[src/design/ftprc_pkg.sv]
package ftprc_pkg;

	// received byte codes
	localparam logic [7:0] CH_SPACE   = 8'h20;
	localparam logic [7:0] CH_DASH    = 8'h2D;
	localparam logic [7:0] CH_NEWLINE = 8'h0A;
	localparam logic [7:0] CH_ZERO    = 8'h30;
	localparam logic [7:0] CH_NINE    = 8'h39;

	localparam int unsigned NUM_DIGITS = 3;

	localparam logic [2:0] CNT_FULL = 3'd3;
	localparam logic [2:0] CNT_SAT  = 3'd4;

	localparam logic STATUS_DONE = 1'b0;
	localparam logic STATUS_BAD  = 1'b1;

	typedef enum logic [1:0] {
		PH_COLLECT = 2'd0,
		PH_FINAL   = 2'd1,
		PH_MATCH   = 2'd2
	} phase_t;

	typedef struct packed {
		phase_t                 phase;
		logic [2:0]             digit_count;
		logic [NUM_DIGITS-1:0][3:0] code_digits;
	} parse_state_t;

	typedef struct packed {
		logic       emit;
		logic [9:0] reply_code;
		logic [3:0] reply_class;
		logic       status;
	} parse_result_t;

endpackage

[src/design/ftprc_step.sv]
module ftprc_step (
	input  logic [7:0]              rx_byte,
	input  ftprc_pkg::parse_state_t cur,
	output ftprc_pkg::parse_state_t nxt,
	output ftprc_pkg::parse_result_t res
);

	logic        is_digit;
	logic [1:0]  match_idx;
	logic [7:0]  expect_byte;
	logic [9:0]  code_val;

	assign is_digit    = (rx_byte >= ftprc_pkg::CH_ZERO) && (rx_byte <= ftprc_pkg::CH_NINE);
	assign match_idx   = cur.digit_count[1:0];
	assign expect_byte = ftprc_pkg::CH_ZERO + {4'd0, cur.code_digits[match_idx]};
	assign code_val    = {6'd0, cur.code_digits[0]} * 10'd100
	                   + {6'd0, cur.code_digits[1]} * 10'd10
	                   + {6'd0, cur.code_digits[2]};

	// next state
	always_comb begin
		nxt = cur;
		case (cur.phase)
			ftprc_pkg::PH_FINAL: begin
				if (rx_byte == ftprc_pkg::CH_NEWLINE) begin
					nxt.phase       = ftprc_pkg::PH_COLLECT;
					nxt.digit_count = 3'd0;
				end
			end
			ftprc_pkg::PH_MATCH: begin
				if (cur.digit_count < ftprc_pkg::CNT_FULL) begin
					if (rx_byte == expect_byte) begin
						nxt.digit_count = cur.digit_count + 3'd1;
					end
				end else if (rx_byte == ftprc_pkg::CH_SPACE) begin
					nxt.phase = ftprc_pkg::PH_FINAL;
				end else if (rx_byte == ftprc_pkg::CH_DASH) begin
					nxt.digit_count = 3'd0;
				end
			end
			default: begin
				// collecting digits; unused phase code behaves the same
				nxt.phase = ftprc_pkg::PH_COLLECT;
				if (rx_byte == ftprc_pkg::CH_SPACE) begin
					nxt.digit_count = 3'd0;
					if (cur.digit_count == ftprc_pkg::CNT_FULL) begin
						nxt.phase = ftprc_pkg::PH_FINAL;
					end
				end else if (rx_byte == ftprc_pkg::CH_DASH) begin
					nxt.digit_count = 3'd0;
					nxt.phase       = ftprc_pkg::PH_MATCH;
				end else if (is_digit) begin
					if (cur.digit_count < ftprc_pkg::CNT_FULL) begin
						nxt.code_digits[match_idx] = rx_byte[3:0];
					end
					if (cur.digit_count < ftprc_pkg::CNT_SAT) begin
						nxt.digit_count = cur.digit_count + 3'd1;
					end
				end
			end
		endcase
	end

	// result
	always_comb begin
		res.emit        = 1'b0;
		res.reply_code  = 10'd0;
		res.reply_class = 4'd0;
		res.status      = ftprc_pkg::STATUS_DONE;
		case (cur.phase)
			ftprc_pkg::PH_FINAL: begin
				if (rx_byte == ftprc_pkg::CH_NEWLINE) begin
					res.emit        = 1'b1;
					res.reply_code  = code_val;
					res.reply_class = cur.code_digits[0];
				end
			end
			ftprc_pkg::PH_MATCH: begin
				res.emit = 1'b0;
			end
			default: begin
				if ((rx_byte == ftprc_pkg::CH_SPACE) &&
				    (cur.digit_count != ftprc_pkg::CNT_FULL)) begin
					res.emit   = 1'b1;
					res.status = ftprc_pkg::STATUS_BAD;
				end
			end
		endcase
	end

endmodule

[src/design/ftp_reply_code_parser_core.sv]
// channel | direction | handshake          | payload
// rx      | in        | rx_valid/rx_stall  | rx_byte[7:0]
// res     | out       | res_valid/res_stall| reply_code[9:0], reply_class[3:0], status
//
// one word per cycle while the result side does not stall; a taken byte goes through the
// input register, then the parse logic, into the result register
// arst_n clears the parse state to "collecting digits, no digits seen"
// a held result stalls the parse stage only; rx_stall rises once the input
// register is also full and the result has not been taken
module ftp_reply_code_parser_core (
	input  logic       clk,
	input  logic       arst_n,
	input  logic       rx_valid,
	output logic       rx_stall,
	input  logic [7:0] rx_byte,
	output logic       res_valid,
	input  logic       res_stall,
	output logic [9:0] reply_code,
	output logic [3:0] reply_class,
	output logic       status
);

	// input register
	logic       valid_s1;
	logic [7:0] byte_s1;

	// parse state
	ftprc_pkg::parse_state_t state_q;
	ftprc_pkg::parse_state_t state_nxt;
	ftprc_pkg::parse_result_t step_res;

	// result register
	logic       res_valid_q;
	logic [9:0] reply_code_q;
	logic [3:0] reply_class_q;
	logic       status_q;

	logic out_free;
	logic advance;
	logic rx_take;

	// result slot can be written when empty or being drained this cycle
	assign out_free = !res_valid_q || !res_stall;
	assign advance  = valid_s1 && out_free;
	assign rx_stall = valid_s1 && !out_free;
	assign rx_take  = rx_valid && !rx_stall;

	ftprc_step u_step (
		.rx_byte (byte_s1),
		.cur     (state_q),
		.nxt     (state_nxt),
		.res     (step_res)
	);

	always_ff @(posedge clk or negedge arst_n) begin
		if (!arst_n) begin
			valid_s1 <= 1'b0;
		end else if (rx_take) begin
			valid_s1 <= 1'b1;
		end else if (advance) begin
			valid_s1 <= 1'b0;
		end
	end

	always_ff @(posedge clk) begin
		if (rx_take) begin
			byte_s1 <= rx_byte;
		end
	end

	// parse state moves only when the buffered byte is consumed
	always_ff @(posedge clk or negedge arst_n) begin
		if (!arst_n) begin
			state_q.phase       <= ftprc_pkg::PH_COLLECT;
			state_q.digit_count <= 3'd0;
			state_q.code_digits <= '0;
		end else if (advance) begin
			state_q <= state_nxt;
		end
	end

	always_ff @(posedge clk or negedge arst_n) begin
		if (!arst_n) begin
			res_valid_q <= 1'b0;
		end else if (out_free) begin
			res_valid_q <= advance && step_res.emit;
		end
	end

	always_ff @(posedge clk) begin
		if (advance && step_res.emit) begin
			reply_code_q  <= step_res.reply_code;
			reply_class_q <= step_res.reply_class;
			status_q      <= step_res.status;
		end
	end

	assign res_valid   = res_valid_q;
	assign reply_code  = reply_code_q;
	assign reply_class = reply_class_q;
	assign status      = status_q;

endmodule

[config.mk]
export PLATFORM = sky130hd
export DESIGN_NAME = ftp_reply_code_parser_core
export DESIGN_NICKNAME = d
export VERILOG_FILES = /design/src/design/ftprc_pkg.sv /design/src/design/ftprc_step.sv /design/src/design/ftp_reply_code_parser_core.sv
export SDC_FILE = /design/constraint.sdc
export NUM_CORES = 1
export LEC_CHECK = 0
export ABC_AREA = 1
export BUFFER_PORTS_ARGS = -buffer_cell sky130_fd_sc_hd__buf_2
export CORE_MARGIN = 2
export CORE_UTILIZATION = 30
export DETAILED_ROUTE_END_ITERATION = 8
export GPL_ROUTABILITY_DRIVEN = 0
export GPL_TIMING_DRIVEN = 0
export PLACE_DENSITY_LB_ADDON = 0.25
export REMOVE_ABC_BUFFERS = 1
export SLEW_MARGIN = 20
export SYNTH_ARGS = -nofsm -noshare
export SYNTH_HDL_FRONTEND = slang
export SYNTH_SLANG_ARGS = --single-unit
export TNS_END_PERCENT = 50
[constraint.sdc]
create_clock -name clk -period 4 [get_ports clk]
set_input_delay 0.6 -clock clk [delete_from_list [all_inputs] [get_ports clk]]
set_output_delay 0.6 -clock clk [all_outputs]
set_load 0.02 [all_outputs]
==> qor.csv, run 1 <==
stage;metric;value;unit
power;IR Drop Worst-Case VDD;0.289;mV
yosys;Post-Synthesis Cells;321;
timing;fin crit share;0.748;
critical_path;R2R depth;13;
clock_tree;Post-CTS Setup Bufs;0;
detailed_routing;WL final;5.28;mm
timing;actual slew at the worst max-slew pin;659;ps
clock_tree;H-Tree Depth;2;
detailed_routing;first drt pass iteration count;4;
clock_tree;CTS tree;built;
yosys;largest family of logic cells by synthesized area;simple AND/OR/NAND/NOR gates;
clock_tree;clock sink count;42;
power;Power Density;781;mW/mm^2
placed_design;Port Buffers;28;
yosys;XOR/XNOR Fraction of Synth Area;0.0158;
clock_tree;clk slew on worst S/H paths;80;ps
critical_path;FF-to-FF End;reply_code[8]$_SDFFCE_PN0P_;
cells_and_area;share of cells above drive strength 1;0.139;
yosys;post-synthesis average cell area;8.63;um^2
critical_path;CP Launch Type;register;
clock_tree;Clock Path Buffers;2;
timing;setup TNS;0;ps
floorplanning;core area;0.00911;mm^2
detailed_routing;Via density;4.43;
outcome;status;finished clean;
clock_tree;clock root buffer;clkbuf_8;
timing;clock skew;7.71;ps
yosys;post-synthesis adder-cell area fraction;0.172;
placed_design;dpl hpwl;4.11;mm
cells_and_area;ANT cells;0;
critical_path;Critical Path RT;4060;ps
global_route;gr usage total;0.117;
detailed_routing;ANT nets after route;0;
critical_path;CP Data Arrival Time;3050;ps
yosys;sequential share of the synthesized area;0.421;
yosys;compound-gate portion of the synthesized area;0.0651;
power;Design Power;2.43;mW
cells_and_area;fill count;954;
clock_tree;cts repair resizes;0;
yosys;Distinct cells, synth;32;
clock_tree;worst skew pair latency;290;ps
cells_and_area;Area Growth Syn to Fin;12.2;%
cells_and_area;layout net count;398;
global_route;largest net degree at the start of global routing;20;
critical_path;CP max FO;5;
flow_run;Max-cap violations;0;
timing;Slew Limit Fails;0;
timing;worst rel slew slack;0.559;
clock_tree;TritonCTS buffer count;5;
yosys;mux cell area share after synthesis;0;
cells_and_area;FF+latch area;0.00117;mm^2
floorplanning;I/O pins;29;
detailed_routing;Remaining DRCs;0;
detailed_routing;via count;2051;
cells_and_area;multi-input logic area;0.00138;mm^2
clock_tree;hold buffers post-CTS;0;
yosys;Post-Synth Simple-Gate Area;0.244;
yosys;Post-Synthesis Cell Area;0.00277;mm^2
critical_path;CP endpoint kind;register;
yosys;Synthesis Warnings;0;
detailed_routing;wire per inst;11.4;um
global_route;vias in the first global route;1982;
power;Leak;1.53;nW
timing;Final setup viols;0;
critical_path;R2R Setup Slk;1010;ps
floorplanning;Die Y;100;um
critical_path;Worst Setup Path Type;register to register;
timing;max frequency;0.334;GHz
global_route;gr ovfl total;0;
floorplanning;die area;0.0100;mm^2
global_route;first-pass GRT wire length;9.27;mm
floorplanning;Cell Rows;35;
floorplanning;initial core utilization;0.304;
timing;RSZ-0062 raised after global routing;false;
hold_path;worst hold path class;primary input to async pin;
detailed_routing;Initial DRC Count;78;
global_route;antenna violations before repair;0;
floorplanning;Die X;100;um
timing;Final min period;2990;ps
timing;Hold Fails Final Rpt;0;
yosys;synthesized flop and latch total;42;
-- worst max-delay path by stage --
stage | from | endpoint | cells past startpoint
final | register | reply_code[8]$_SDFFCE_PN0P_ | 13
after global routing | register | reply_code[8]$_SDFFCE_PN0P_ | 13
after CTS | register | reply_code[8]$_SDFFCE_PN0P_ | 13
after detailed placement | register | reply_code[8]$_SDFFCE_PN0P_ | 13
after global placement | register | reply_code[8]$_SDFFCE_PN0P_ | 13
after floorplan | register | reply_code[8]$_SDFFCE_PN0P_ | 13
-- critical path, stage by stage, from the launching register on --
cell	delay (ps)
dfrtp_1	420
ha_1	310
ha_1	220
fa_1	450
ha_1	310
ha_1	360
a21oi_1	140
nand2_1	80
nand2_1	80
nand2_1	60
a21oi_1	160
nand2_1	70
nand2_1	60
nor2_1	40
-- power breakdown --
group	internal, mW	switching (mW)	leakage [nW]
logic	0.628	0.954	1.06
clock network	0.139	0.141	0.0482
registers	0.504	0.0602	0.423
total	1.27	1.16	1.53
-- cell families after synthesis --
kind of cell | count (synthesis)
adder cells (fa/ha/maj) | 35
AO/OA/AOI/OAI | 32
AND/OR/NAND/NOR | 150
buffers and inverters | 57
XOR/XNOR | 5
flip-flops | 42
-- area by class of cell --
| class | count | share of cell area |
|---|---|---|
| inverter | 52 | 0.0628 |
| timing repair buffer | 28 | 0.0451 |
| multi-input combinational | 222 | 0.443 |
| sequential | 42 | 0.375 |
| clock inverter | 1 | 0.00161 |
| clock buffer | 7 | 0.0278 |
| tap | 111 | 0.0447 |
-- cell usage after synthesis --
| cell type | n | area share |
|---|---|---|
| a21oi_1 | 9 | 0.016 |
| a21oi_2 | 2 | 0.0063 |
| and2_4 | 1 | 0.0032 |
| buf_2 | 1 | 0.0018 |
| buf_4 | 1 | 0.0027 |
| buf_6 | 1 | 0.0041 |
| clkbuf_1 | 2 | 0.0027 |
| dfrtp_1 | 19 | 0.17 |
| edfxtp_1 | 23 | 0.25 |
| fa_1 | 5 | 0.036 |
| ha_1 | 30 | 0.14 |
| inv_1 | 51 | 0.069 |
| inv_2 | 1 | 0.0014 |
| nand2_1 | 77 | 0.10 |
| nand2_2 | 2 | 0.0045 |
| nand3_1 | 28 | 0.051 |
| nand3_4 | 1 | 0.0063 |
| nand4_1 | 4 | 0.0090 |
| nor2_1 | 27 | 0.037 |
| nor2_2 | 2 | 0.0045 |
| nor2_4 | 4 | 0.016 |
| nor3_1 | 3 | 0.0054 |
| nor3_2 | 1 | 0.0036 |
| o211ai_1 | 1 | 0.0027 |
| o21a_1 | 1 | 0.0027 |
| o21ai_0 | 11 | 0.020 |
| o21ai_1 | 5 | 0.0090 |
| o22ai_1 | 1 | 0.0023 |
| o31a_1 | 1 | 0.0032 |
| o31ai_1 | 1 | 0.0027 |
| xnor2_1 | 1 | 0.0032 |
| xor2_1 | 4 | 0.013 |
-- cell usage in the layout, fill, tap and decap left out, drive strengths merged --
cell type,instances
ha,30
edfxtp,23
nor3,4
buf,28
o21ai,16
nand3,29
inv,52
dfrtp,19
o211ai,1
clkinv,1
fa,5
nand4,4
o22ai,1
and2,1
xnor2,1
nor2,33
a21oi,11
xor2,4
o31ai,1
o31a,1
clkbuf,7
o21a,1
nand2,79
-- metal layers --
metal | vias up | global-route usage | share of wire
met2 | 45 | 0.198 | 0.47
li1 | 1102 | - | -
met5 | - | 0 | 0
met4 | 0 | 0.0285 | 0.0080
met3 | 4 | 0.0265 | 0.043
met1 | 900 | 0.152 | 0.48
-- per-stage QoR --
step	setup slack [ps]	util	area (um^2)	hold slack, ps	std cells
final	1010	0.341	3110	242	463
after global routing	795	0.341	3110	279	463
after CTS	995	0.341	3110	256	463
after detailed placement	1020	0.331	3020	514	455
after global placement	1030	0.331	3020	510	455
after floorplan	1190	-	2740	304	316
(Power assumes the default switching activity.)
==> inputs of run 2 (changes only) <==
==> constraint.sdc (replaced) <==
create_clock -name clk -period 2.84 [get_ports clk]
set_input_delay 0.426 -clock clk [delete_from_list [all_inputs] [get_ports clk]]
set_output_delay 0.426 -clock clk [all_outputs]
set_load 0.02 [all_outputs]
==> qor.csv, run 2 (synthesis results as in run 1) <==
stage;metric;value;unit;change
global_route;antenna violations before repair;0;;unchanged
detailed_routing;Via density;4.43;;about the same
timing;RSZ-0062 raised after global routing;true;;was false
detailed_routing;first drt pass iteration count;4;;unchanged
critical_path;slowest cell on the critical path;fa_1;;unchanged
clock_tree;worst skew pair latency;290;ps;about the same
floorplanning;Die X;100;um;unchanged
outcome;status;finished clean;;unchanged
clock_tree;clock root buffer;clkbuf_8;;unchanged
critical_path;WP buf/inv;1;;was 0
cells_and_area;ANT cells;0;;unchanged
placed_design;Port Buffers;28;;unchanged
cells_and_area;multi-input logic area;0.00149;mm^2;was 0.00138 mm^2
placed_design;Cell Area, Placed;0.00302;mm^2;unchanged
global_route;gr ovfl total;0;;unchanged
power;Power Density;1270;mW/mm^2;was 781 mW/mm^2
floorplanning;initial core utilization;0.304;;unchanged
cells_and_area;Design Area, Final;0.00327;mm^2;was 0.00311 mm^2
hold_path;worst hold path class;primary input to async pin;;unchanged
cells_and_area;share of cells above drive strength 1;0.198;;was 0.139
global_route;vias in the first global route;2012;;was 1982
clock_tree;clock sink count;42;;unchanged
floorplanning;I/O pins;29;;unchanged
floorplanning;die area;0.0100;mm^2;unchanged
timing;setup TNS;0;ps;unchanged
timing;clock skew;8.62;ps;was 7.71 ps
cells_and_area;fill count;946;;was 954
critical_path;Critical Path Most Common Cell;ha_4;;was nand2_1
placed_design;dpl hpwl;4.11;mm;unchanged
floorplanning;core area;0.00911;mm^2;unchanged
power;register share of total power;0.193;;was 0.233
power;switching share of power;0.456;;was 0.476
power;Int Power;2.26;mW;was 1.27 mW
critical_path;FF-to-FF End;reply_code[9]$_SDFFCE_PN0P_;;was reply_code[8]$_SDFFCE_PN0P_
power;clock group share of total power;0.095;;was 0.116
critical_path;R2R Setup Slk;60;ps;was 1010 ps
detailed_routing;wire per inst;11.6;um;was 11.4 um
detailed_routing;WL final;5.42;mm;was 5.28 mm
timing;Final min period;2780;ps;was 2990 ps
global_route;gr usage total;0.119;;was 0.117
critical_path;R2R depth;9;;was 13
cells_and_area;most common cell after layout, fill and taps aside;nand2_1;;unchanged
timing;worst rel slew slack;0.583;;was 0.559
cells_and_area;FF+latch area;0.00117;mm^2;about the same
timing;Slew Limit Fails;0;;unchanged
global_route;largest net degree at the start of global routing;20;;unchanged
power;Gate power share;0.712;;was 0.652
cells_and_area;layout net count;404;;was 398
timing;hold_ws;67.0;ps;was 242 ps
critical_path;Critical Path RT;2890;ps;was 4060 ps
detailed_routing;Remaining DRCs;0;;unchanged
critical_path;crit-path cells;ha_4 -> ha_2 -> fa_1 -> ha_4 -> ha_4 -> inv_1 -> o31a_1 -> a21oi_2 -> nor2_1;;was ha_1 -> ha_1 -> fa_1 -> ha_1 -> ha_1 -> a21oi_1 -> nand2_1 -> nand2_1 -> nand2_1 -> a21oi_1 -> nand2_1 -> nand2_1 -> nor2_1
critical_path;CP endpoint kind;register;;unchanged
detailed_routing;ANT nets after route;0;;unchanged
global_route;first-pass GRT wire length;9.40;mm;was 9.27 mm
critical_path;critical path's top delay family;adder cells;;unchanged
power;Leak;1.55;nW;was 1.53 nW
power;IR Drop Worst-Case VDD;0.621;mV;was 0.289 mV
critical_path;CP Data Arrival Time;2840;ps;was 3050 ps
cells_and_area;Area Growth Syn to Fin;18.0;%;was 12.2%
detailed_routing;Initial DRC Count;85;;was 78
critical_path;slowest stage delay, CP;590;ps;was 450 ps
power;Design Power;4.15;mW;was 2.43 mW
timing;Hold Fails Final Rpt;0;;unchanged
clock_tree;CTS tree;built;;unchanged
critical_path;CP max FO;4;;was 5
clock_tree;hold buffers post-CTS;0;;unchanged
detailed_routing;via count;2078;;was 2051
timing;fin crit share;0.980;;was 0.748
timing;Final setup viols;0;;unchanged
clock_tree;clk slew on worst S/H paths;80;ps;about the same
critical_path;CP Launch Type;register;;unchanged
clock_tree;TritonCTS buffer count;5;;unchanged
timing;actual slew at the worst max-slew pin;626;ps;was 659 ps
floorplanning;Die Y;100;um;unchanged
floorplanning;Cell Rows;35;;unchanged
timing;max frequency;0.359;GHz;was 0.334 GHz
cells_and_area;commonest non-fill, non-tap cells in the layout;77 x nand2_1, 51 x inv_1, 28 x nand3_1, 28 x buf_2, 27 x nor2_1;;was 77 x nand2_1, 51 x inv_1, 30 x ha_1
critical_path;Worst Setup Path Type;register to register;;unchanged
clock_tree;H-Tree Depth;2;;unchanged
power;Psw;1.89;mW;was 1.16 mW
clock_tree;Clock Path Buffers;2;;unchanged
flow_run;Max-cap violations;0;;unchanged
[run 2: what timing repair did]
item | CTS | global route
resized for setup | 5 | 11
setup endpoints to repair | 17 | 2
pin swaps | 3 | 7
gates cloned | 0 | 0
buffers inserted | 4 | 2
[run 2: layer usage]
metal,vias to the layer above,GRT usage,part of all wire
li1,1113,-,-
met1,921,0.153,0.48
met2,42,0.205,0.48
met3,2,0.0265,0.037
met4,0,0.0285,0.0052
met5,-,0,0
[run 2: metrics by stage]
stage / setup slack (ps) / cells / util
final: 56.4 / 469 / 0.359
after floorplan: 27.2 / 316 / -
after global routing: -13.5 / 469 / 0.359
after global placement: -126 / 455 / 0.331
after detailed placement: -139 / 455 / 0.331
after CTS: 1.30 / 467 / 0.349
[run 2: worst max-delay path by stage]
stage / end / slack [ps] / depth (start not counted)
after global routing: reply_code[9]$_SDFFCE_PN0P_ / -10 / 9
final: reply_code[9]$_SDFFCE_PN0P_ / 60 / 9
after floorplan: reply_code[8]$_SDFFCE_PN0P_ / 30 / 13
after global placement: reply_code[8]$_SDFFCE_PN0P_ / -130 / 13
after detailed placement: reply_code[8]$_SDFFCE_PN0P_ / -140 / 13
after CTS: reply_code[9]$_SDFFCE_PN0P_ / 1 / 9
[run 2: power groups by stage]
| stage | combinational, mW | clock [mW] | sequential [mW] |
|---|---|---|---|
| final | 2.95 | 0.395 | 0.800 |
| after global routing | 3.38 | 0.440 | 0.813 |
| after CTS | 2.56 | 0.416 | 0.790 |
| after detailed placement | 2.21 | 0 | 0.810 |
| after global placement | 2.20 | 0 | 0.809 |
| after floorplan | 1.82 | 0 | 0.783 |
[run 2: layout make-up]
cell class	count	area share
clock buffer	7	0.0264
clock inverter	1	0.00153
inverter	52	0.0597
multi-input combinational	222	0.455
sequential	42	0.358
tap	111	0.0425
timing repair buffer	34	0.0567
